**src/rtl/core/cal_uvw_pkg.sv**
```systemverilog
// Shared types, fixed-point constants and rotation tables for the calorimeter UVW block.
`default_nettype none

package cal_uvw_pkg;

	// default hit coordinate width, 1/64 cm units
	localparam int POS_WIDTH_DFLT = 20;

	// Q2.16 coefficients
	localparam int COEF_W = 18;
	typedef logic signed [COEF_W-1:0] coef_t;

	// plane offsets in 1/4096 cm (1/64 cm with six fraction bits)
	localparam int OFS_W = 24;
	typedef logic signed [OFS_W-1:0] ofs_t;

	typedef logic [2:0] sector_t;

	localparam sector_t SECTOR_FIRST = 3'd0;
	localparam sector_t SECTOR_UP    = 3'd2;
	localparam sector_t SECTOR_BACK  = 3'd3;
	localparam sector_t SECTOR_LAST  = 3'd5;

	localparam coef_t SQRT3_Q16    = 18'sd113512;
	localparam coef_t SIN_TILT_Q16 = 18'sd27697;
	localparam coef_t INV_SINRHO   = 18'sd73626;
	localparam coef_t INV_TGRHO    = 18'sd33552;
	localparam coef_t INV_2COSRHO  = 18'sd71905;

	localparam ofs_t YLOW_Q6      = 24'sd749462;
	localparam ofs_t PLANE_SUM_Q6 = 24'sd2305581;

	// cos(tilt) * cos(phi)
	function automatic coef_t tc_cos(input sector_t k);
		coef_t c;
		case (k)
			3'd0: c = 18'sd59396;
			3'd1: c = 18'sd29698;
			3'd2: c = -18'sd29698;
			3'd3: c = -18'sd59396;
			3'd4: c = -18'sd29698;
			3'd5: c = 18'sd29698;
			default: c = 18'sd0;
		endcase
		return c;
	endfunction

	// cos(tilt) * sin(phi)
	function automatic coef_t tc_sin(input sector_t k);
		coef_t c;
		case (k)
			3'd0: c = 18'sd0;
			3'd1: c = 18'sd51438;
			3'd2: c = 18'sd51438;
			3'd3: c = 18'sd0;
			3'd4: c = -18'sd51438;
			3'd5: c = -18'sd51438;
			default: c = 18'sd0;
		endcase
		return c;
	endfunction

	// cos(phi)
	function automatic coef_t ph_cos(input sector_t k);
		coef_t c;
		case (k)
			3'd0: c = 18'sd65536;
			3'd1: c = 18'sd32768;
			3'd2: c = -18'sd32768;
			3'd3: c = -18'sd65536;
			3'd4: c = -18'sd32768;
			3'd5: c = 18'sd32768;
			default: c = 18'sd0;
		endcase
		return c;
	endfunction

	// sin(phi)
	function automatic coef_t ph_sin(input sector_t k);
		coef_t c;
		case (k)
			3'd0: c = 18'sd0;
			3'd1: c = 18'sd56756;
			3'd2: c = 18'sd56756;
			3'd3: c = 18'sd0;
			3'd4: c = -18'sd56756;
			3'd5: c = -18'sd56756;
			default: c = 18'sd0;
		endcase
		return c;
	endfunction

endpackage

`default_nettype wire

```
**src/rtl/core/cal_uvw_rotate.sv**
```systemverilog
// Two-stage sector and tilt rotation: table products, then sum and round to 1/4096 cm.
`default_nettype none

module cal_uvw_rotate import cal_uvw_pkg::*; #(
	parameter int POS_WIDTH = POS_WIDTH_DFLT
) (
	input  wire logic                        clk,
	input  wire logic                        arst_n,
	input  wire logic                        in_valid,
	output logic                             in_ready,
	input  wire logic signed [POS_WIDTH-1:0] x_sec,
	input  wire logic signed [POS_WIDTH-1:0] y_sec,
	input  wire logic signed [POS_WIDTH-1:0] z_sec,
	input  wire sector_t                     sector,
	output logic                             out_valid,
	input  wire logic                        out_ready,
	output logic signed [POS_WIDTH+9:0]      yi,
	output logic signed [POS_WIDTH+9:0]      xi,
	output sector_t                          sector_rot
);

	localparam int PW    = POS_WIDTH;
	localparam int MW    = PW + COEF_W;
	localparam int AW    = PW + 20;
	localparam int RW    = PW + 10;
	localparam int RND10 = 512;

	logic                 v_s3, v_s4;
	logic                 rdy_s4;
	logic signed [MW-1:0] tcx_s3, tsy_s3, tz_s3, pcy_s3, psx_s3;
	sector_t              sector_s3, sector_s4;
	logic signed [RW-1:0] yi_s4, xi_s4;
	logic signed [AW-1:0] ysum, xsum;

	assign rdy_s4   = !v_s4 || out_ready;
	assign in_ready = !v_s3 || rdy_s4;

	// stage 3: look up the sector coefficients and multiply
	always_ff @(posedge clk or negedge arst_n) begin
		if (!arst_n) begin
			v_s3 <= 1'b0;
		end else if (in_ready) begin
			v_s3 <= in_valid;
		end
	end

	always_ff @(posedge clk) begin
		if (in_ready) begin
			tcx_s3    <= x_sec * tc_cos(sector);
			tsy_s3    <= y_sec * tc_sin(sector);
			tz_s3     <= z_sec * SIN_TILT_Q16;
			pcy_s3    <= y_sec * ph_cos(sector);
			psx_s3    <= x_sec * ph_sin(sector);
			sector_s3 <= sector;
		end
	end

	// sum and add half an LSB before dropping ten fraction bits
	always_comb begin
		ysum = AW'(tcx_s3) + AW'(tsy_s3) - AW'(tz_s3) + AW'(RND10);
		xsum = AW'(pcy_s3) - AW'(psx_s3) + AW'(RND10);
	end

	// stage 4: register the rotated coordinates
	always_ff @(posedge clk or negedge arst_n) begin
		if (!arst_n) begin
			v_s4 <= 1'b0;
		end else if (rdy_s4) begin
			v_s4 <= v_s3;
		end
	end

	always_ff @(posedge clk) begin
		if (rdy_s4) begin
			yi_s4     <= ysum[AW-1:10];
			xi_s4     <= xsum[AW-1:10];
			sector_s4 <= sector_s3;
		end
	end

	assign out_valid  = v_s4;
	assign yi         = yi_s4;
	assign xi         = xi_s4;
	assign sector_rot = sector_s4;

endmodule

`default_nettype wire

```
**config.mk**
```make
export PLATFORM = sky130hd
export DESIGN_NAME = cal_uvw_rotate
export DESIGN_NICKNAME = d
export VERILOG_FILES = /design/src/rtl/core/cal_uvw_pkg.sv /design/src/rtl/core/cal_uvw_rotate.sv
export SDC_FILE = /design/constraint.sdc
export NUM_CORES = 2
export LEC_CHECK = 0
export BUFFER_PORTS_ARGS = -buffer_cell sky130_fd_sc_hd__clkbuf_2
export CAP_MARGIN = 20
export CORE_MARGIN = 2
export CORE_UTILIZATION = 66
export CTS_CLUSTER_SIZE = 16
export DETAILED_ROUTE_END_ITERATION = 12
export PLACE_DENSITY = 0.81
export REMOVE_ABC_BUFFERS = 1
export SLEW_MARGIN = 10
export SYNTH_ARGS = -nofsm -noshare
export SYNTH_HDL_FRONTEND = slang
export SYNTH_SLANG_ARGS = --single-unit
```
**constraint.sdc**
```tcl
create_clock -name clk -period 8.4 [get_ports clk]
set_clock_uncertainty 0.1 [all_clocks]
set_input_delay 0.42 -clock clk [delete_from_list [all_inputs] [get_ports clk]]
set_output_delay 0.42 -clock clk [all_outputs]
set_load 0.03 [all_outputs]
```
==> reports/metrics.yaml <==
final_nets: 6903
grtUsageMet1_pct: 43.3
rsz0062_at_grt: "no"
final_antenna_net_count: 0
critPathArrivalTime_ns: 8.45
area_delta_synth_final_pct: 6.18
yosys.area_share.simple_pct: 6.89
final_cell_mix: "1486 x inv_1, 999 x fa_1, 716 x ha_1"
htree_levels: 1
synth_edf_count: 235
layoutNonFillerInstCount: 6172
avgSynthCellArea_um2: 10.2
mappedNetlistArea_um2: 50900
vias_per_cell: 5.47
grt_pass1_wl_um: 191000
numPortBuffers: 131
drtIter0Drc: 2408
tritoncts: "built"
hpwl_um: 100000
clock-root-buffer: "clkbuf_16"
routed_wl_um: 115000
muxShareOfSynthArea_pct: 0.0393
grtUsageMet2_pct: 50.4
whs_ns: 0.0331
clkLatencyLatePin_ns: 0.62
ys_seq_area_share_pct: 14.0
cp_max_fo: 20
synthXorXnorAreaFrac_pct: 4.22
place_inst: 6107
synth_compound_area_share_pct: 6.42
final_common_cell: "inv_1"
clkSlewWorstSetupHoldPaths_ns: 0.06
maxCapViolations: 0
min_period_ns: 8.15
chipWidth_um: 282
rows: 101
ios: 132
grt_antenna_before_repair: 4
synth_top_family_by_area: "adder cells"
grt_pass1_vias: 36800
dieArea_um2: 79300
crit_type: "input port to flip-flop"
gr-total-overflow: 0
vias: 33700
gp_congestion: 0.966
maxSlewHeadroom_pct: 29.7
start_util_pct: 66.9
slew_violations: 0
wl_per_cell_um: 18.7
worst_slew_pin_slew_ns: 1.06
syn-instance-count: 4972
grt.busiest_layer: "met2"
start_kind: "input port"
outcome: "completed"
hp-class: "input port to flip-flop"
numCtsBuffers: 30
grt_use_total_pct: 31.0
coreArea_um2: 76100
drive_above_1_share_pct: 5.39
ys_warn_count: 0
ys_seq_elements: 237
dpl_worst_slack_ns: -0.345
period_share_pct: 97.0
required_ns: 8.70
synth_fa_ha_area_share_pct: 56.9
synth-main-ff-cell: "edfxtp_1"
setup_ws_ns: 0.254
clockBufferDepth: 3
synthArstFlopShare_pct: 0.844
finalSetupViolCount: 0
numClockSinks: 237
drcViolationCount: 0
firstDrtPassIters: 6
die_y_um: 282
crit_path_end_kind: "flip-flop"
fmax_mhz: 123
synth_cell_types: 77
grt_max_degree: 70
met3_usage_pct: 4.23
finalHoldViolations: 0
-- Yosys cell counts, types with 3 or more instances --
cell type | instances | share of area (%)
o21bai_1 | 25 | 0.37
a2111o_1 | 3 | 0.066
o21ai_1 | 5 | 0.049
and3_1 | 11 | 0.14
nand3b_1 | 3 | 0.044
a31o_2 | 15 | 0.26
inv_1 | 1487 | 11
and4_1 | 3 | 0.052
ha_1 | 716 | 18
o311ai_0 | 3 | 0.052
nor4_1 | 7 | 0.086
buf_1 | 6 | 0.044
clkbuf_1 | 69 | 0.51
nand2_1 | 228 | 1.7
nand2b_1 | 59 | 0.73
o21ai_0 | 80 | 0.79
a211oi_1 | 17 | 0.25
a41oi_1 | 7 | 0.12
a211o_1 | 10 | 0.17
o31ai_1 | 6 | 0.089
xnor2_1 | 187 | 3.2
or3_1 | 12 | 0.15
nor2b_1 | 16 | 0.20
a21o_1 | 69 | 1.0
fa_1 | 999 | 39
o2111a_1 | 3 | 0.066
or4_1 | 4 | 0.059
nand4_1 | 15 | 0.18
a31oi_1 | 17 | 0.21
o21a_1 | 36 | 0.53
and2_1 | 127 | 1.6
o22ai_1 | 4 | 0.049
or2_2 | 11 | 0.14
o211a_1 | 3 | 0.059
a21oi_1 | 136 | 1.3
xor2_1 | 58 | 1.0
a21boi_0 | 9 | 0.13
edfxtp_1 | 235 | 14
nor3_1 | 39 | 0.38
o211ai_1 | 5 | 0.074
o31a_1 | 3 | 0.052
nand3_1 | 26 | 0.26
nor2_1 | 153 | 1.1
-- layer usage --
metal	wire length (um)	part of all wire, %	up-vias
met5	0	0	-
met4	4620	4.0	0
met3	7640	6.6	209
met2	54600	47	1145
met1	48600	42	16900
li1	-	-	15500
-- sequential cells by signal, summed over array words and instances (netlist names) --
name,flops
tcx_s3,37
v_s3,1
psx_s3,36
yi,30
sector_s3,3
pcy_s3,23
tsy_s3,37
sector_rot,3
tz_s3,36
out_valid,1
xi,30
-- area by class of cell --
cell class              count  area, um2
flip-flops and latches    237       7110
clock buffers              35        791
repair buffers            192       1140
well taps                1030       1290
fillers                  5612      22100
clock inverters            16        151
multi-input cells        3172      38000
inverters                1488       5590
diodes                      2       5.00
-- worst max-delay path, stage by stage --
cell and delay (ns):
dlygate4sd3_1 0.56, clkbuf_2 0.15, buf_4 0.20, nor2_4 0.45, buf_4 0.38, nand2_1 0.33, fa_1 0.63, fa_1 0.52
fa_1 0.52, inv_1 0.06, fa_1 0.50, fa_1 0.49, inv_1 0.05, fa_1 0.47, inv_1 0.04, ha_1 0.34
a21o_1 0.18, a21o_1 0.17, a21oi_1 0.21, o21ai_0 0.28, o211ai_1 0.41, a21oi_1 0.14, o21ai_0 0.32, a21oi_1 0.15
o2111a_1 0.25, a211oi_1 0.22
-- per-stage QoR --
| step | TNS (ns) | cell area (um2) | utilization, % |
|---|---|---|---|
| 2_1_floorplan | -8.61 | 50600 | - |
| 5_1_grt | 0 | 54000 | 71.0 |
| 4_1_cts | 0 | 54000 | 70.9 |
| 6_report | 0 | 54000 | 71.0 |
| 3_5_place_dp | -0.966 | 52900 | 69.6 |
| 3_3_place_gp | -0.626 | 52900 | 69.6 |
-- logic make-up after synthesis --
group           after synthesis
buf+inv                    1564
simple gates                720
mux                           2
xor+xnor                    245
flops                       237
compound gates              488
fa+ha+maj                  1715
other cells                   1
-- what timing repair did --
action                                  in CTS  in global routing
endpoints found under the setup margin       0                  8
setup buffers                                0                  4
hold endpoints to repair                     8                  0
resized for setup                            0                  5
hold buffers                                 8                  0
-- worst paths after layout --
check	start	endpoint	slack [ns]	cells past startpoint
max	sector[2]	tsy_s3[37]	0.25	26
min	z_sec[0]	tz_s3[0]	0.03	1
max reg2reg	tcx_s3[4]	yi[28]	3.84	15
min reg2reg	sector_s3[1]	sector_rot[1]	0.31	0
max in group asynchronous	arst_n	v_s3	7.50	3
min in group asynchronous	arst_n	out_valid	0.57	3
Power is left out: the tool's default activity adds up to more than one toggle a clock period on the data nets, which glitch-free logic cannot reach.
