--- src/rtl/core/cal_uvw_pkg.sv ---
// Shared types, fixed-point constants and rotation tables for the calorimeter UVW block.
`default_nettype none

package cal_uvw_pkg;

	// default hit coordinate width, 1/64 cm units
	localparam int POS_WIDTH_DFLT = 20;

	// Q2.16 coefficients
	localparam int COEF_W = 18;
	typedef logic signed [COEF_W-1:0] coef_t;

	// plane offsets in 1/4096 cm (1/64 cm with six fraction bits)
	localparam int OFS_W = 24;
	typedef logic signed [OFS_W-1:0] ofs_t;

	typedef logic [2:0] sector_t;

	localparam sector_t SECTOR_FIRST = 3'd0;
	localparam sector_t SECTOR_UP    = 3'd2;
	localparam sector_t SECTOR_BACK  = 3'd3;
	localparam sector_t SECTOR_LAST  = 3'd5;

	localparam coef_t SQRT3_Q16    = 18'sd113512;
	localparam coef_t SIN_TILT_Q16 = 18'sd27697;
	localparam coef_t INV_SINRHO   = 18'sd73626;
	localparam coef_t INV_TGRHO    = 18'sd33552;
	localparam coef_t INV_2COSRHO  = 18'sd71905;

	localparam ofs_t YLOW_Q6      = 24'sd749462;
	localparam ofs_t PLANE_SUM_Q6 = 24'sd2305581;

	// cos(tilt) * cos(phi)
	function automatic coef_t tc_cos(input sector_t k);
		coef_t c;
		case (k)
			3'd0: c = 18'sd59396;
			3'd1: c = 18'sd29698;
			3'd2: c = -18'sd29698;
			3'd3: c = -18'sd59396;
			3'd4: c = -18'sd29698;
			3'd5: c = 18'sd29698;
			default: c = 18'sd0;
		endcase
		return c;
	endfunction

	// cos(tilt) * sin(phi)
	function automatic coef_t tc_sin(input sector_t k);
		coef_t c;
		case (k)
			3'd0: c = 18'sd0;
			3'd1: c = 18'sd51438;
			3'd2: c = 18'sd51438;
			3'd3: c = 18'sd0;
			3'd4: c = -18'sd51438;
			3'd5: c = -18'sd51438;
			default: c = 18'sd0;
		endcase
		return c;
	endfunction

	// cos(phi)
	function automatic coef_t ph_cos(input sector_t k);
		coef_t c;
		case (k)
			3'd0: c = 18'sd65536;
			3'd1: c = 18'sd32768;
			3'd2: c = -18'sd32768;
			3'd3: c = -18'sd65536;
			3'd4: c = -18'sd32768;
			3'd5: c = 18'sd32768;
			default: c = 18'sd0;
		endcase
		return c;
	endfunction

	// sin(phi)
	function automatic coef_t ph_sin(input sector_t k);
		coef_t c;
		case (k)
			3'd0: c = 18'sd0;
			3'd1: c = 18'sd56756;
			3'd2: c = 18'sd56756;
			3'd3: c = 18'sd0;
			3'd4: c = -18'sd56756;
			3'd5: c = -18'sd56756;
			default: c = 18'sd0;
		endcase
		return c;
	endfunction

endpackage

`default_nettype wire

--- src/rtl/core/cal_uvw_plane.sv ---
// Four-stage plane projection: offsets, slopes, rounding and saturation of U, V, W.
`default_nettype none

module cal_uvw_plane import cal_uvw_pkg::*; #(
	parameter int POS_WIDTH = POS_WIDTH_DFLT
) (
	input  wire logic                        clk,
	input  wire logic                        arst_n,
	input  wire logic                        in_valid,
	output logic                             in_ready,
	input  wire logic signed [POS_WIDTH+9:0] yi,
	input  wire logic signed [POS_WIDTH+9:0] xi,
	input  wire sector_t                     sector_rot,
	output logic                             out_valid,
	input  wire logic                        out_ready,
	output logic signed [POS_WIDTH-1:0]      u_pos,
	output logic signed [POS_WIDTH-1:0]      v_pos,
	output logic signed [POS_WIDTH-1:0]      w_pos,
	output sector_t                          sector
);

	localparam int PW    = POS_WIDTH;
	localparam int RW    = PW + 10;
	localparam int DW    = RW + 1;
	localparam int MW    = DW + COEF_W;
	localparam int EW    = PW + 30;
	localparam int SW    = PW + 10;
	localparam int HW    = EW - 16;
	localparam int QW    = HW + COEF_W;
	localparam int RND16 = 1 << 15;
	localparam int RND22 = 1 << 21;

	logic                 v_s5, v_s6, v_s7, v_s8;
	logic                 rdy_s6, rdy_s7, rdy_s8;
	logic signed [MW-1:0] pu_s5, t_s5;
	logic signed [RW-1:0] xi_s5;
	sector_t              sector_s5, sector_s6, sector_s7, sector_s8;
	logic signed [PW-1:0] u_s6, v_s6q, u_s7, v_s7q, u_s8, v_s8q, w_s8;
	logic signed [HW-1:0] ws_s6;
	logic signed [QW-1:0] pw_s7;

	logic signed [DW-1:0] ud, td;
	logic signed [EW-1:0] xsh, u_sum, v_sum, ws_sum;
	logic signed [QW-1:0] w_sum;

	// clamp to the signed POS_WIDTH range
	function automatic logic signed [PW-1:0] sat_pos(input logic signed [SW-1:0] val);
		logic [SW-PW:0]       top;
		logic signed [PW-1:0] res;
		top = val[SW-1:PW-1];
		if ((&top) || !(|top)) begin
			res = val[PW-1:0];
		end else if (val[SW-1]) begin
			res = {1'b1, {(PW-1){1'b0}}};
		end else begin
			res = {1'b0, {(PW-1){1'b1}}};
		end
		return res;
	endfunction

	assign rdy_s8   = !v_s8 || out_ready;
	assign rdy_s7   = !v_s7 || rdy_s8;
	assign rdy_s6   = !v_s6 || rdy_s7;
	assign in_ready = !v_s5 || rdy_s6;

	// stage 5: apply plane offsets and multiply by the slopes
	always_comb begin
		ud = DW'(yi) + DW'(YLOW_Q6);
		td = DW'(PLANE_SUM_Q6) - DW'(yi);
	end

	always_ff @(posedge clk) begin
		if (in_ready) begin
			pu_s5     <= ud * INV_SINRHO;
			t_s5      <= td * INV_TGRHO;
			xi_s5     <= xi;
			sector_s5 <= sector_rot;
		end
	end

	// U and V rounded to whole 1/64 cm units, W sum rounded to 1/4096 cm
	always_comb begin
		xsh    = EW'($signed({xi_s5, 16'b0}));
		u_sum  = EW'(pu_s5) + EW'(RND22);
		v_sum  = EW'(t_s5) - xsh + EW'(RND22);
		ws_sum = EW'(t_s5) + xsh + EW'(RND16);
	end

	// stage 6: saturate U and V, hold the W sum
	always_ff @(posedge clk) begin
		if (rdy_s6) begin
			u_s6      <= sat_pos(SW'($signed(u_sum[EW-1:22])));
			v_s6q     <= sat_pos(SW'($signed(v_sum[EW-1:22])));
			ws_s6     <= ws_sum[EW-1:16];
			sector_s6 <= sector_s5;
		end
	end

	// stage 7: scale the W sum by 1/(2 cos rho)
	always_ff @(posedge clk) begin
		if (rdy_s7) begin
			pw_s7     <= ws_s6 * INV_2COSRHO;
			u_s7      <= u_s6;
			v_s7q     <= v_s6q;
			sector_s7 <= sector_s6;
		end
	end

	assign w_sum = pw_s7 + QW'(RND22);

	// stage 8: round and saturate W into the output register
	always_ff @(posedge clk) begin
		if (rdy_s8) begin
			w_s8      <= sat_pos(SW'($signed(w_sum[QW-1:22])));
			u_s8      <= u_s7;
			v_s8q     <= v_s7q;
			sector_s8 <= sector_s7;
		end
	end

	// advance valid bits through the four stages
	always_ff @(posedge clk or negedge arst_n) begin
		if (!arst_n) begin
			v_s5 <= 1'b0;
			v_s6 <= 1'b0;
			v_s7 <= 1'b0;
			v_s8 <= 1'b0;
		end else begin
			if (in_ready) begin
				v_s5 <= in_valid;
			end
			if (rdy_s6) begin
				v_s6 <= v_s5;
			end
			if (rdy_s7) begin
				v_s7 <= v_s6;
			end
			if (rdy_s8) begin
				v_s8 <= v_s7;
			end
		end
	end

	assign out_valid = v_s8;
	assign u_pos     = u_s8;
	assign v_pos     = v_s8q;
	assign w_pos     = w_s8;
	assign sector    = sector_s8;

endmodule

`default_nettype wire

--- config.mk ---
export PLATFORM = sky130hd
export DESIGN_NAME = cal_uvw_plane
export DESIGN_NICKNAME = d
export VERILOG_FILES = /design/src/rtl/core/cal_uvw_pkg.sv /design/src/rtl/core/cal_uvw_plane.sv
export SDC_FILE = /design/constraint.sdc
export NUM_CORES = 2
export LEC_CHECK = 0
export ABC_AREA = 0
export BUFFER_PORTS_ARGS = -buffer_cell sky130_fd_sc_hd__buf_2
export CAP_MARGIN = 25
export CELL_PAD_IN_SITES_DETAIL_PLACEMENT = 0
export CELL_PAD_IN_SITES_GLOBAL_PLACEMENT = 1
export CORE_MARGIN = 3
export CORE_UTILIZATION = 56
export DETAILED_ROUTE_END_ITERATION = 16
export GPL_ROUTABILITY_DRIVEN = 0
export PLACE_DENSITY_LB_ADDON = 0.1
export SYNTH_ARGS = -nofsm -noshare
export SYNTH_HDL_FRONTEND = slang
export SYNTH_SLANG_ARGS = --single-unit
--- constraint.sdc ---
create_clock -name clk -period 9.69 [get_ports clk]
set_input_delay 1.4535 -clock clk [delete_from_list [all_inputs] [get_ports clk]]
set_output_delay 1.4535 -clock clk [all_outputs]
set_load 0.05 [all_outputs]
==> reports/results.ini <==
[timing]
fin_tns_setup_ns=0
slew_headroom_pct=36.9
timing.hold.ws_ns=0.416
finalCritPeriodShare_pct=93.1
setup_violations=0
finalCriticalPeriod_ns=9.02
tightest_slew_ns=0.937
fmaxAchievable_mhz=111
maxSlewViolCount=0
rsz0062_at_grt=false
finalHoldViolations=0
fin_skew_ns=0.0252

[synth]
syn_avg_cell_area_um2=10.0
synth_area_um2=40700
synth_cell_types=110
syn_inst=4056
ys_ff_latch=312
synth.net_count=5205
synth_top_area_share_pct=22.7
synthFlopType=edfxtp_1
synth-async-reset-ratio_pct=1.28
synth_area_leaders=edfxtp_1 23%, fa_1 22%, ha_1 20%
yosysSeqAreaShare_pct=23.0
synth_edf_count=308
yosysWarnings=0
synth_area_leader_cell=edfxtp_1

[clock_network]
cts.clk_slew.worst_paths_ns=0.06
cts_buffer_depth=3
cts_resized=0
cts_hold_buffers=0
cts_max_level=2
post-cts-setup-buffers=0
cts_root_buf=clkbuf_16
cts_inserted_buffers=36
cts_tree=built
clk_latency_ns=0.57
cts_sinks=312

[final_layout]
nets=5409
drive_above_1_share_pct=8.56
final_area_um2=44400
areaGrowthSynthToFinish_pct=8.92

[worst_setup_path]
cp.arrival_ns=9.34
startpoint=yi[10]
ff2ff_setup_slack_ns=2.82
endpoint_kind=flip-flop
startpoint_type=input port
endpoint=pu_s5[45]
reg2reg_depth=23
crit-reg2reg-launch=ws_s6[12]
rr_endpoint=pw_s7[46]
crit_path_max_fanout=4
slowest_delay_ns=0.59
cp_slowest_cell=or4_1
required_ns=10.00
path_class=in2reg

[worst_hold_path]
hp-class=reg2reg
whs_path_depth=0

[die]
die_area_um2=76000
die_w_um=276
die-height_um=276
rows=98
start_util_pct=56.8
core-area_um2=71700
io_pins=132

[placed_design]
place_area_um2=43000
dp.final_hpwl_mm=76.8
port_buffers=131

[grt]
overflow=0
grt_use_total_pct=24.2
antenna_found_initial=5
grt_max_degree=86
grt_pass1_wl_mm=145
first_global_vias=28421

[run_status]
outcome=completed

[route]
drt-total-wl_mm=90.1
wl_per_cell_um=17.2
drtIter0Drc=1310
via_count=27790
via_per_inst=5.31
drt_pass1_iterations=5
postRouteAntennaNets=0
drc=0

[run]
maxCapViolations=0

## worst min path at each step
stage / end / startpoint / slack, ns
after floorplan: sector[0] / sector_s7[0] / 0.40
after CTS: v_pos[10] / v_s7q[10] / 0.42
after detailed placement: u_pos[10] / u_s7[10] / 0.40
after global placement: v_pos[17] / v_s7q[17] / 0.40
after global routing: v_s7q[13] / v_s6q[13] / 0.42
final: v_pos[10] / v_s7q[10] / 0.42
## registers in the layout (all words and copies together), names as in the netlist, 20 cells and up
name   flops
v_s7q     20
xi_s5     30
u_s6      20
pu_s5     28
ws_s6     34
v_s6q     20
w_pos     20
t_s5      33
v_pos     20
pw_s7     31
u_s7      20
u_pos     20
## stage by stage
| step | instances | setup WS (ns) | utilization [%] |
|---|---|---|---|
| floorplan | 4056 | 0.384 | - |
| global placement | 5165 | -0.0202 | 60.0 |
| detailed placement | 5168 | -0.0581 | 60.0 |
| CTS | 5232 | 0.512 | 61.7 |
| global route | 5236 | 0.0697 | 61.8 |
| finish | 5237 | 0.668 | 61.8 |
## per-layer routing
metal  track usage [%]  vias to the layer above  share of wire (%)
met2              44.5                      442                 51
li1                  -                    13860                  -
met1              29.8                    13357                 42
met4              6.39                        4                2.8
met3              3.10                      127                4.0
met5                 0                        -              0.030
## synthesized netlist by cell type, types with 53 or more instances
| cell | n |
|---|---|
| nor3_1 | 53 |
| a21oi_1 | 169 |
| fa_1 | 441 |
| o21ai_0 | 118 |
| xor2_1 | 110 |
| nor2_1 | 172 |
| a21o_1 | 64 |
| nand2_1 | 138 |
| ha_1 | 641 |
| nand3_1 | 73 |
| inv_1 | 938 |
| xnor2_1 | 208 |
| edfxtp_1 | 308 |
## logic make-up (layout without fill, tap and decap cells)
logic type	after synthesis	count (layout)	synth area share, %
AO/OA/AOI/OAI	591	591	9.56
XOR/XNOR	319	319	6.88
adder cells (fa/ha/maj)	1083	1083	41.4
buffers and inverters	1011	1241	9.44
flip-flops	312	312	23.0
multiplexers	22	22	0.568
other	0	1	0
AND/OR/NAND/NOR	718	718	9.20
## placed cells by master (no fill, tap or decap), types with 9 or more instances in the layout
cell and count:
a211o_1 9, a211oi_1 15, a21o_1 64, a21oi_1 168, a31oi_1 23, and2_1 16
and3_1 41, and4_1 14, buf_2 131, buf_4 100, clkbuf_16 38, edfxtp_1 308
fa_1 441, ha_1 641, inv_1 937, mux2_2 9, mux2i_1 13, nand2_1 137
nand2b_1 30, nand3_1 72, nand3b_1 10, nand4_1 37, nor2_1 172, nor2b_1 39
nor3_1 53, nor4_1 21, o211ai_1 11, o21a_1 26, o21ai_0 117, o21ai_1 15
o21bai_1 15, o31ai_1 16, or2_2 15, or3_1 14, or4_1 13, xnor2_1 208
xor2_1 110
## worst max-delay path: cells and delay by family
| family | cells | cell delay (ns) |
|---|---|---|
| AND/OR/NAND/NOR | 8 | 1.77 |
| buffers and inverters | 6 | 0.45 |
| XOR/XNOR | 2 | 0.37 |
| adder cells (fa/ha/maj) | 7 | 3.09 |
| AO/OA/AOI/OAI | 9 | 2.18 |
## final cells by class
type	instances	area [um2]
clock inverters	18	209
diodes	1	2.50
well taps	950	1190
inverters	940	3530
flip-flops and latches	312	9350
multi-input cells	2733	27600
fillers	6132	27400
repair buffers	237	1520
clock buffers	46	1000
Power is not shown: default switching activity piles up to over one toggle a cycle in this logic, so the estimate is an artifact.
