## src/rtl/core/cal_uvw_pkg.sv

```systemverilog
// Shared types, fixed-point constants and rotation tables for the calorimeter UVW block.
`default_nettype none

package cal_uvw_pkg;

	// default hit coordinate width, 1/64 cm units
	localparam int POS_WIDTH_DFLT = 20;

	// Q2.16 coefficients
	localparam int COEF_W = 18;
	typedef logic signed [COEF_W-1:0] coef_t;

	// plane offsets in 1/4096 cm (1/64 cm with six fraction bits)
	localparam int OFS_W = 24;
	typedef logic signed [OFS_W-1:0] ofs_t;

	typedef logic [2:0] sector_t;

	localparam sector_t SECTOR_FIRST = 3'd0;
	localparam sector_t SECTOR_UP    = 3'd2;
	localparam sector_t SECTOR_BACK  = 3'd3;
	localparam sector_t SECTOR_LAST  = 3'd5;

	localparam coef_t SQRT3_Q16    = 18'sd113512;
	localparam coef_t SIN_TILT_Q16 = 18'sd27697;
	localparam coef_t INV_SINRHO   = 18'sd73626;
	localparam coef_t INV_TGRHO    = 18'sd33552;
	localparam coef_t INV_2COSRHO  = 18'sd71905;

	localparam ofs_t YLOW_Q6      = 24'sd749462;
	localparam ofs_t PLANE_SUM_Q6 = 24'sd2305581;

	// cos(tilt) * cos(phi)
	function automatic coef_t tc_cos(input sector_t k);
		coef_t c;
		case (k)
			3'd0: c = 18'sd59396;
			3'd1: c = 18'sd29698;
			3'd2: c = -18'sd29698;
			3'd3: c = -18'sd59396;
			3'd4: c = -18'sd29698;
			3'd5: c = 18'sd29698;
			default: c = 18'sd0;
		endcase
		return c;
	endfunction

	// cos(tilt) * sin(phi)
	function automatic coef_t tc_sin(input sector_t k);
		coef_t c;
		case (k)
			3'd0: c = 18'sd0;
			3'd1: c = 18'sd51438;
			3'd2: c = 18'sd51438;
			3'd3: c = 18'sd0;
			3'd4: c = -18'sd51438;
			3'd5: c = -18'sd51438;
			default: c = 18'sd0;
		endcase
		return c;
	endfunction

	// cos(phi)
	function automatic coef_t ph_cos(input sector_t k);
		coef_t c;
		case (k)
			3'd0: c = 18'sd65536;
			3'd1: c = 18'sd32768;
			3'd2: c = -18'sd32768;
			3'd3: c = -18'sd65536;
			3'd4: c = -18'sd32768;
			3'd5: c = 18'sd32768;
			default: c = 18'sd0;
		endcase
		return c;
	endfunction

	// sin(phi)
	function automatic coef_t ph_sin(input sector_t k);
		coef_t c;
		case (k)
			3'd0: c = 18'sd0;
			3'd1: c = 18'sd56756;
			3'd2: c = 18'sd56756;
			3'd3: c = 18'sd0;
			3'd4: c = -18'sd56756;
			3'd5: c = -18'sd56756;
			default: c = 18'sd0;
		endcase
		return c;
	endfunction

endpackage

`default_nettype wire

```

## src/rtl/core/cal_uvw_sector.sv

```systemverilog
// Two-stage azimuthal sector selection: sqrt(3) products, then half-plane tests.
`default_nettype none

module cal_uvw_sector import cal_uvw_pkg::*; #(
	parameter int POS_WIDTH = POS_WIDTH_DFLT
) (
	input  wire logic                        clk,
	input  wire logic                        arst_n,
	input  wire logic                        in_valid,
	output logic                             in_ready,
	input  wire logic signed [POS_WIDTH-1:0] x_pos,
	input  wire logic signed [POS_WIDTH-1:0] y_pos,
	input  wire logic signed [POS_WIDTH-1:0] z_pos,
	output logic                             out_valid,
	input  wire logic                        out_ready,
	output logic signed [POS_WIDTH-1:0]      x_sec,
	output logic signed [POS_WIDTH-1:0]      y_sec,
	output logic signed [POS_WIDTH-1:0]      z_sec,
	output sector_t                          sector
);

	localparam int PW = POS_WIDTH;
	localparam int MW = PW + COEF_W;
	localparam int CW = PW + 19;

	logic                 v_s1, v_s2;
	logic                 rdy_s2;
	logic signed [PW-1:0] x_s1, y_s1, z_s1;
	logic signed [MW-1:0] mx_s1, my_s1;
	logic signed [PW-1:0] x_s2, y_s2, z_s2;
	sector_t              sector_s2;

	logic signed [CW-1:0] xsh, ysh;
	logic signed [CW-1:0] cr30, dt30, cr150, dt150;
	logic                 h30, h90, h150;
	sector_t              sector_n;

	// stage readiness: a stage loads when empty or when it drains
	assign rdy_s2   = !v_s2 || out_ready;
	assign in_ready = !v_s1 || rdy_s2;

	// stage 1: hold the position and form the sqrt(3) products
	always_ff @(posedge clk or negedge arst_n) begin
		if (!arst_n) begin
			v_s1 <= 1'b0;
		end else if (in_ready) begin
			v_s1 <= in_valid;
		end
	end

	always_ff @(posedge clk) begin
		if (in_ready) begin
			x_s1  <= x_pos;
			y_s1  <= y_pos;
			z_s1  <= z_pos;
			mx_s1 <= x_pos * SQRT3_Q16;
			my_s1 <= y_pos * SQRT3_Q16;
		end
	end

	// cross and dot products against the 30 and 150 degree rays
	always_comb begin
		xsh   = CW'($signed({x_s1, 16'b0}));
		ysh   = CW'($signed({y_s1, 16'b0}));
		cr30  = CW'(my_s1) - xsh;
		dt30  = CW'(mx_s1) + ysh;
		cr150 = -CW'(my_s1) - xsh;
		dt150 = -CW'(mx_s1) + ysh;
		h30   = (cr30 > 0) || ((cr30 == 0) && (dt30 > 0));
		h150  = (cr150 > 0) || ((cr150 == 0) && (dt150 > 0));
		h90   = x_s1[PW-1] || ((x_s1 == 0) && (y_s1 > 0));
	end

	// combine the three half-plane flags into a sector
	always_comb begin
		if (h30) begin
			sector_n = 3'd1 + {2'b00, h90} + {2'b00, h150};
		end else if (h90) begin
			sector_n = 3'd4;
		end else if (h150) begin
			sector_n = 3'd5;
		end else begin
			sector_n = SECTOR_FIRST;
		end
	end

	// stage 2: register the sector with the position
	always_ff @(posedge clk or negedge arst_n) begin
		if (!arst_n) begin
			v_s2 <= 1'b0;
		end else if (rdy_s2) begin
			v_s2 <= v_s1;
		end
	end

	always_ff @(posedge clk) begin
		if (rdy_s2) begin
			x_s2      <= x_s1;
			y_s2      <= y_s1;
			z_s2      <= z_s1;
			sector_s2 <= sector_n;
		end
	end

	assign out_valid = v_s2;
	assign x_sec     = x_s2;
	assign y_sec     = y_s2;
	assign z_sec     = z_s2;
	assign sector    = sector_s2;

	a_origin_sector0: assert property (@(posedge clk) disable iff (!arst_n)
		(v_s2 && (x_s2 == 0) && (y_s2 == 0)) |-> (sector_s2 == SECTOR_FIRST))
		else $error("hit on the z axis not in sector 0");

	a_neg_x_axis: assert property (@(posedge clk) disable iff (!arst_n)
		(v_s2 && (y_s2 == 0) && (x_s2 < 0)) |-> (sector_s2 == SECTOR_BACK))
		else $error("hit on the negative x axis not in sector 3");

	a_pos_y_axis: assert property (@(posedge clk) disable iff (!arst_n)
		(v_s2 && (x_s2 == 0) && (y_s2 > 0)) |-> (sector_s2 == SECTOR_UP))
		else $error("hit on the positive y axis not in sector 2");

endmodule

`default_nettype wire

```

## config.mk

```make
export PLATFORM = sky130hd
export DESIGN_NAME = cal_uvw_sector
export DESIGN_NICKNAME = d
export VERILOG_FILES = /design/src/rtl/core/cal_uvw_pkg.sv /design/src/rtl/core/cal_uvw_sector.sv
export SDC_FILE = /design/constraint.sdc
export NUM_CORES = 1
export LEC_CHECK = 0
export ABC_AREA = 1
export ABC_CLOCK_PERIOD_IN_PS = 6400
export BUFFER_PORTS_ARGS = -buffer_cell sky130_fd_sc_hd__buf_2
export CORE_MARGIN = 2
export CORE_UTILIZATION = 66
export CTS_BUF_LIST = sky130_fd_sc_hd__clkbuf_8
export DETAILED_ROUTE_END_ITERATION = 8
export GPL_TIMING_DRIVEN = 0
export PLACE_DENSITY_LB_ADDON = 0.08
export SYNTH_ARGS = -nofsm -noshare
export SYNTH_HDL_FRONTEND = slang
export SYNTH_SLANG_ARGS = --single-unit
```

## constraint.sdc

```tcl
create_clock -name clk -period 6.4 [get_ports clk]
set_input_delay 1.28 -clock clk [delete_from_list [all_inputs] [get_ports clk]]
set_output_delay 1.28 -clock clk [all_outputs]
set_load 0.01 [all_outputs]
```

==> reports/summary.txt, run 1 <==
Slew @ Worst Pin = 0.928 ns
Largest net degree at the start of global routing = 65
Leading area contributor after synthesis = fa_1
Total number of vias = 24500
Drc violations = 0
Relative slew slack = 38.1%
Vias in the first global route = 24800
Clock slew seen by the registers of the worst setup and hold paths = 0.12 ns
Final setup fails = 0
Tmin final = 6.28 ns
Synth-to-Final Area Change = 6.51%
Mean Syn Cell Area = 7.94 um2
CP Data Required Time = 6.81 ns
RR Endpoint = sector[0]
Worst Skew = 0.0246 ns
Tcrit/Tclk final = 98.1%
Reg2Reg Launch Point = x_s1[19]
R2R cell count = 21
Crit path capture type = register
Min-Delay Endpoint = z_sec[17]
Dpl ws = -0.474 ns
Die height = 211 um
Die width = 211 um
WL per Instance = 20.1 um
Status = finished, final reports clean
Final wirelength = 85.8 mm
Initial DRT Pass Iterations = 6
Slew Limit Fails = 0
Syn Inst Count = 3561
Post-synth EDFFs = 189
CTS sink cnt = 191
Most used DFF post-synth = edfxtp_1
Die area = 44500 um2
Global route overflow = 0
Hold Crit Class = reg2reg
Yosys top cell area share = 21.8%
Sequential fraction of the synthesis area = 20.2%
Max Cap Violations = 0
Max Freq = 159 MHz
Hold-critical path depth = 0
Post-route ant nets = 0
Top-count cell post-synth = inv_1
Vias/cell = 5.76
Total nets after synthesis = 4293
Synth top cells by count = inv_1, nand2_1, ha_1
CP Class = in2reg
Final WS setup = 0.121 ns
Startpoint types = primary input
Initial drt markers = 2269
Root Buffer = clkbuf_8
IO Port Bufs = 128
CP arrival = 6.69 ns
Total GRT Usage = 39.8%
Worst Hold Launch = z_s1[17]
ANT cells = 0
CTS Hold Bufs = 0
FP Rows = 75
# IOs = 129
Final hold violations = 0
Initial Util = 67.1%
Gpl congestion = 1.01
Final setup TNS = 0 ns
Yosys Warn Count = 0
H-Tree Depth = 4
Estimated wirelength of the detail-placed design = 72.6 mm
Async SR Flop Fraction = 1.05%
Worst-Skew Late Latency = 0.56 ns
Max Root-Sink Buffers = 2
Share of layout cells above drive strength 1 = 6.66%
Reg2Reg Setup Slack = 2.17 ns
Yosys reg bits = 191
Mapped Area = 28300 um2
Post-synth cell types = 51
Crit Path Max Fanout = 6
Core Region = 42100 um2
TritonCTS Buffers = 17
Initial antenna violation count = 0
Synth area leaders = fa_1, edfxtp_1, ha_1, inv_1, nand2_1
First-pass GRT wire length = 133 mm
Nets@finish = 4443
CTS tree = done
## cells in the final DEF (no fill, tap or decap), types with 9 or more instances in the layout
| cell | n |
|---|---|
| a31oi_1 | 11 |
| buf_2 | 137 |
| nand4_1 | 53 |
| ha_1 | 359 |
| clkbuf_8 | 17 |
| nand3_2 | 9 |
| nand2_1 | 754 |
| nor2_2 | 18 |
| o21a_1 | 9 |
| nand2_2 | 14 |
| xnor2_1 | 25 |
| xor2_1 | 73 |
| edfxtp_1 | 189 |
| nor3_1 | 23 |
| o21ai_1 | 13 |
| fa_1 | 308 |
| o21ai_0 | 78 |
| nand3_1 | 148 |
| a21oi_1 | 167 |
| o21bai_1 | 19 |
| nor2_1 | 271 |
| nor4_1 | 10 |
| inv_1 | 926 |
## per-layer routing
metal | track usage [%] | vias to the layer above | routed length, um
met4 | 17.9 | 0 | 4180
met5 | 0 | - | 0
li1 | - | 11300 | -
met2 | 63.0 | 1315 | 38300
met3 | 6.68 | 281 | 7900
met1 | 54.0 | 11600 | 35400
## repair_timing
| action | CTS | global route |
|---|---|---|
| gates resized for setup | 0 | 9 |
| setup buffers | 0 | 1 |
| endpoints found under the setup margin | 0 | 7 |
## worst max-delay path, stage by stage
cell,delay (ns)
buf_2,0.23
ha_1,0.35
fa_1,0.68
fa_1,0.56
fa_1,0.53
fa_1,0.50
inv_1,0.06
fa_1,0.50
inv_1,0.05
ha_1,0.39
nand2_1,0.14
o21ai_0,0.30
a31oi_1,0.15
o211ai_1,0.36
nand3_1,0.12
nand2_1,0.13
nand3_1,0.08
nand2_1,0.08
xor2_1,0.18
## worst max path at each step
stage | slack, ns | startpoint | endpoint | cells past startpoint
final | 0.12 | x_pos[13] | mx_s1[37] | 19
after global routing | -0.06 | x_pos[7] | mx_s1[37] | 23
after CTS | 0.12 | y_pos[19] | my_s1[37] | 19
after detailed placement | -0.47 | y_pos[19] | my_s1[37] | 19
after global placement | -1.85 | out_ready | in_ready | 4
after floorplan | 0.36 | x_pos[9] | mx_s1[27] | 19
## layout make-up
type / count / area (um2)
Clock buffer: 17 / 234
Fill cell: 3165 / 12000
Sequential cell: 191 / 5730
Buffer: 13 / 76.3
Inverter: 933 / 3500
Tap cell: 539 / 674
Clock inverter: 15 / 183
Multi-Input combinational cell: 2424 / 19000
Timing Repair Buffer: 131 / 703
## flip-flops by register name, indices dropped and copies added (netlist names)
name,flops
sector,3
mx_s1,33
my_s1,33
y_sec,20
z_s1,20
z_sec,20
v_s1,1
out_valid,1
y_s1,20
x_s1,20
x_sec,20
## cells by family after synthesis
logic type	Yosys count	share of synthesized area (%)
buffers and inverters	946	12.7
XOR/XNOR	98	3.03
flip-flops	191	20.2
AO/OA/AOI/OAI	329	6.48
AND/OR/NAND/NOR	1329	19.9
adder cells (fa/ha/maj)	668	37.7
## stage by stage
stage          area, um2  cells  util [%]  hold WS, ns
2_1_floorplan      28300   3561         -        0.400
3_3_place_gp       29600   4228      70.3        0.401
3_5_place_dp       29700   4230      70.4        0.405
4_1_cts            30100   4262      71.4        0.424
5_1_grt            30100   4263      71.5        0.440
6_report           30100   4263      71.5        0.423
Power of run 1 is left out: the tool's default activity adds up to more than one toggle a clock period on the data nets, which glitch-free logic cannot reach.
==> inputs of run 2 (changes only) <==
CELL_PAD_IN_SITES_DETAIL_PLACEMENT = 0   (was unset)
CELL_PAD_IN_SITES_GLOBAL_PLACEMENT = 1   (was unset)
CORE_UTILIZATION = 49   (was 66)
==> run 2 against run 1 <==
  * Die area up 34%
  * Cell count up 5.3%
  * Clock skew up 0.0038 ns
  * Non-clock buffer count unchanged
  * Sequential share of layout area down 0.18 points
  * Final area up 0.97%
  * Critical path type unchanged
  * Largest cell class unchanged
==> reports/summary.txt, run 2 (synthesized netlist as in run 1, its figures left out) <==
Post-route ant nets = 0
Final setup fails = 0
TritonCTS Buffers = 17
Total number of vias = 23200
Crit-path slowest cell = fa_1
Initial Util = 49.3%
Worst Skew = 0.0284 ns
Critical-path cell list = buf_2, ha_1, inv_1, fa_1, inv_1, fa_1, fa_1, fa_1, inv_1, fa_1, inv_1, ha_1, a21oi_1, o21ai_0, a31oi_1, o211ai_1, nand3_1, nand2_1, nand3_1, nand2_1, xor2_2
CP Class = in2reg
Status = finished, final reports clean
Drc violations = 0
Slew Limit Fails = 0
Max Root-Sink Buffers = 2
Most common cell after layout, fill and taps aside = inv_1
# IOs = 129
Max Freq = 160 MHz
Largest net degree at the start of global routing = 65
DP Area = 30000 um2
Worst-Skew Late Latency = 0.58 ns
CP arrival = 6.65 ns
CTS tree = done
Top Registers = mx_s1 (33), my_s1 (33)
IO Port Bufs = 128
Tcrit/Tclk final = 97.7%
Die height = 244 um
Die area = 59700 um2
Share of layout cells above drive strength 1 = 6.69%
Hold-critical path depth = 0
FP Rows = 88
Final wirelength = 82.9 mm
Vias/cell = 5.16
Most frequent cells in the layout = inv_1, nand2_1, ha_1, fa_1, nor2_1
Vias in the first global route = 23100
Relative slew slack = 39.2%
Crit Path Max Fanout = 6
Unrepaired setup endpoints after global routing = yes
CTS sink cnt = 191
Final setup TNS = 0 ns
WL per Instance = 18.5 um
Gpl congestion = 0.948
Nets@finish = 4443
Root Buffer = clkbuf_8
Estimated wirelength of the detail-placed design = 72.5 mm
Synth-to-Final Area Change = 7.55%
Number of fill cells = 5658
Core Region = 57400 um2
Initial drt markers = 1562
Slew @ Worst Pin = 0.913 ns
Hold Crit Class = reg2reg
Die width = 244 um
Design area = 30400 um2
Global route overflow = 0
Initial DRT Pass Iterations = 6
Total GRT Usage = 28.8%
Crit path capture type = register
R2R cell count = 21
Critical Path Max Stage Delay = 0.58 ns
Max Cap Violations = 0
H-Tree Depth = 4
First-pass GRT wire length = 131 mm
Initial antenna violation count = 2
Crit-path most repeated cell = fa_1
Startpoint types = primary input
Clock slew seen by the registers of the worst setup and hold paths = 0.11 ns
CP Data Required Time = 6.80 ns
Tmin final = 6.25 ns
Final hold violations = 0
==> run 2: cell count changes in the layout (fill, tap and decap cells not counted), moves of 2 or more <==
cell        delta
xor2_2         +3
clkinv_4       -3
xor2_1         -3
a21oi_1        +2
inv_6          +2
ha_1           -2
clkinvlp_4     -2
a21oi_2        -2
ha_2           +2
==> run 2: routing by layer <==
metal,global-route usage (%),vias up,wire [um]
li1,-,11300,-
met1,43.1,11200,40900
met2,44.6,621,36200
met3,3.41,67,4400
met4,6.37,2,1410
met5,0,-,9
==> run 2: metrics by stage <==
| step | worst slack (ns) | hold WS (ns) | utilization, % | instances |
|---|---|---|---|---|
| after detailed placement | -0.498 | 0.405 | 52.2 | 4456 |
| after CTS | 0.0756 | 0.429 | 52.9 | 4487 |
| after global placement | -2.07 | 0.401 | 52.1 | 4454 |
| final | 0.146 | 0.426 | 53.0 | 4489 |
| after floorplan | 0.355 | 0.400 | - | 3561 |
| after global routing | -0.0908 | 0.437 | 53.0 | 4489 |
==> run 2: final timing paths <==
path	slack [ns]	endpoint	startpoint
worst min register to register	0.43	z_sec[15]	z_s1[15]
max in group asynchronous	5.83	v_s1	arst_n
worst min-delay path	0.43	z_sec[15]	z_s1[15]
min in group asynchronous	0.47	out_valid	arst_n
worst max-delay path	0.15	mx_s1[37]	x_pos[7]
worst max register to register	2.13	sector[0]	x_s1[19]
==> run 2: what timing repair did <==
action / CTS / global route
buffers inserted: 0 / 1
gates resized for setup: 0 / 12
hold buffers: 0 / 0
endpoints found under the setup margin: 0 / 5
==> run 2: critical path, delay by kind of cell <==
kind / cells / cell delay, ns
AOI/OAI and AO/OA: 4 / 0.91
xor gates and xnor gates: 1 / 0.22
adders and majority gates: 7 / 3.31
buffers and inverters: 5 / 0.45
and+or+nand+nor: 4 / 0.47
==> run 2: final cells by class <==
class	instances	area (um2)	area share, %
Buffer	13	76.3	0.251
Inverter	933	3500	11.5
Tap cell	765	957	3.15
Clock buffer	17	234	0.769
Clock inverter	14	175	0.576
Sequential cell	191	5730	18.8
Multi-Input combinational cell	2424	19000	62.6
Antenna cell	1	2.50	0.00823
Timing Repair Buffer	131	698	2.30
Power of run 2 is left out for the same reason.
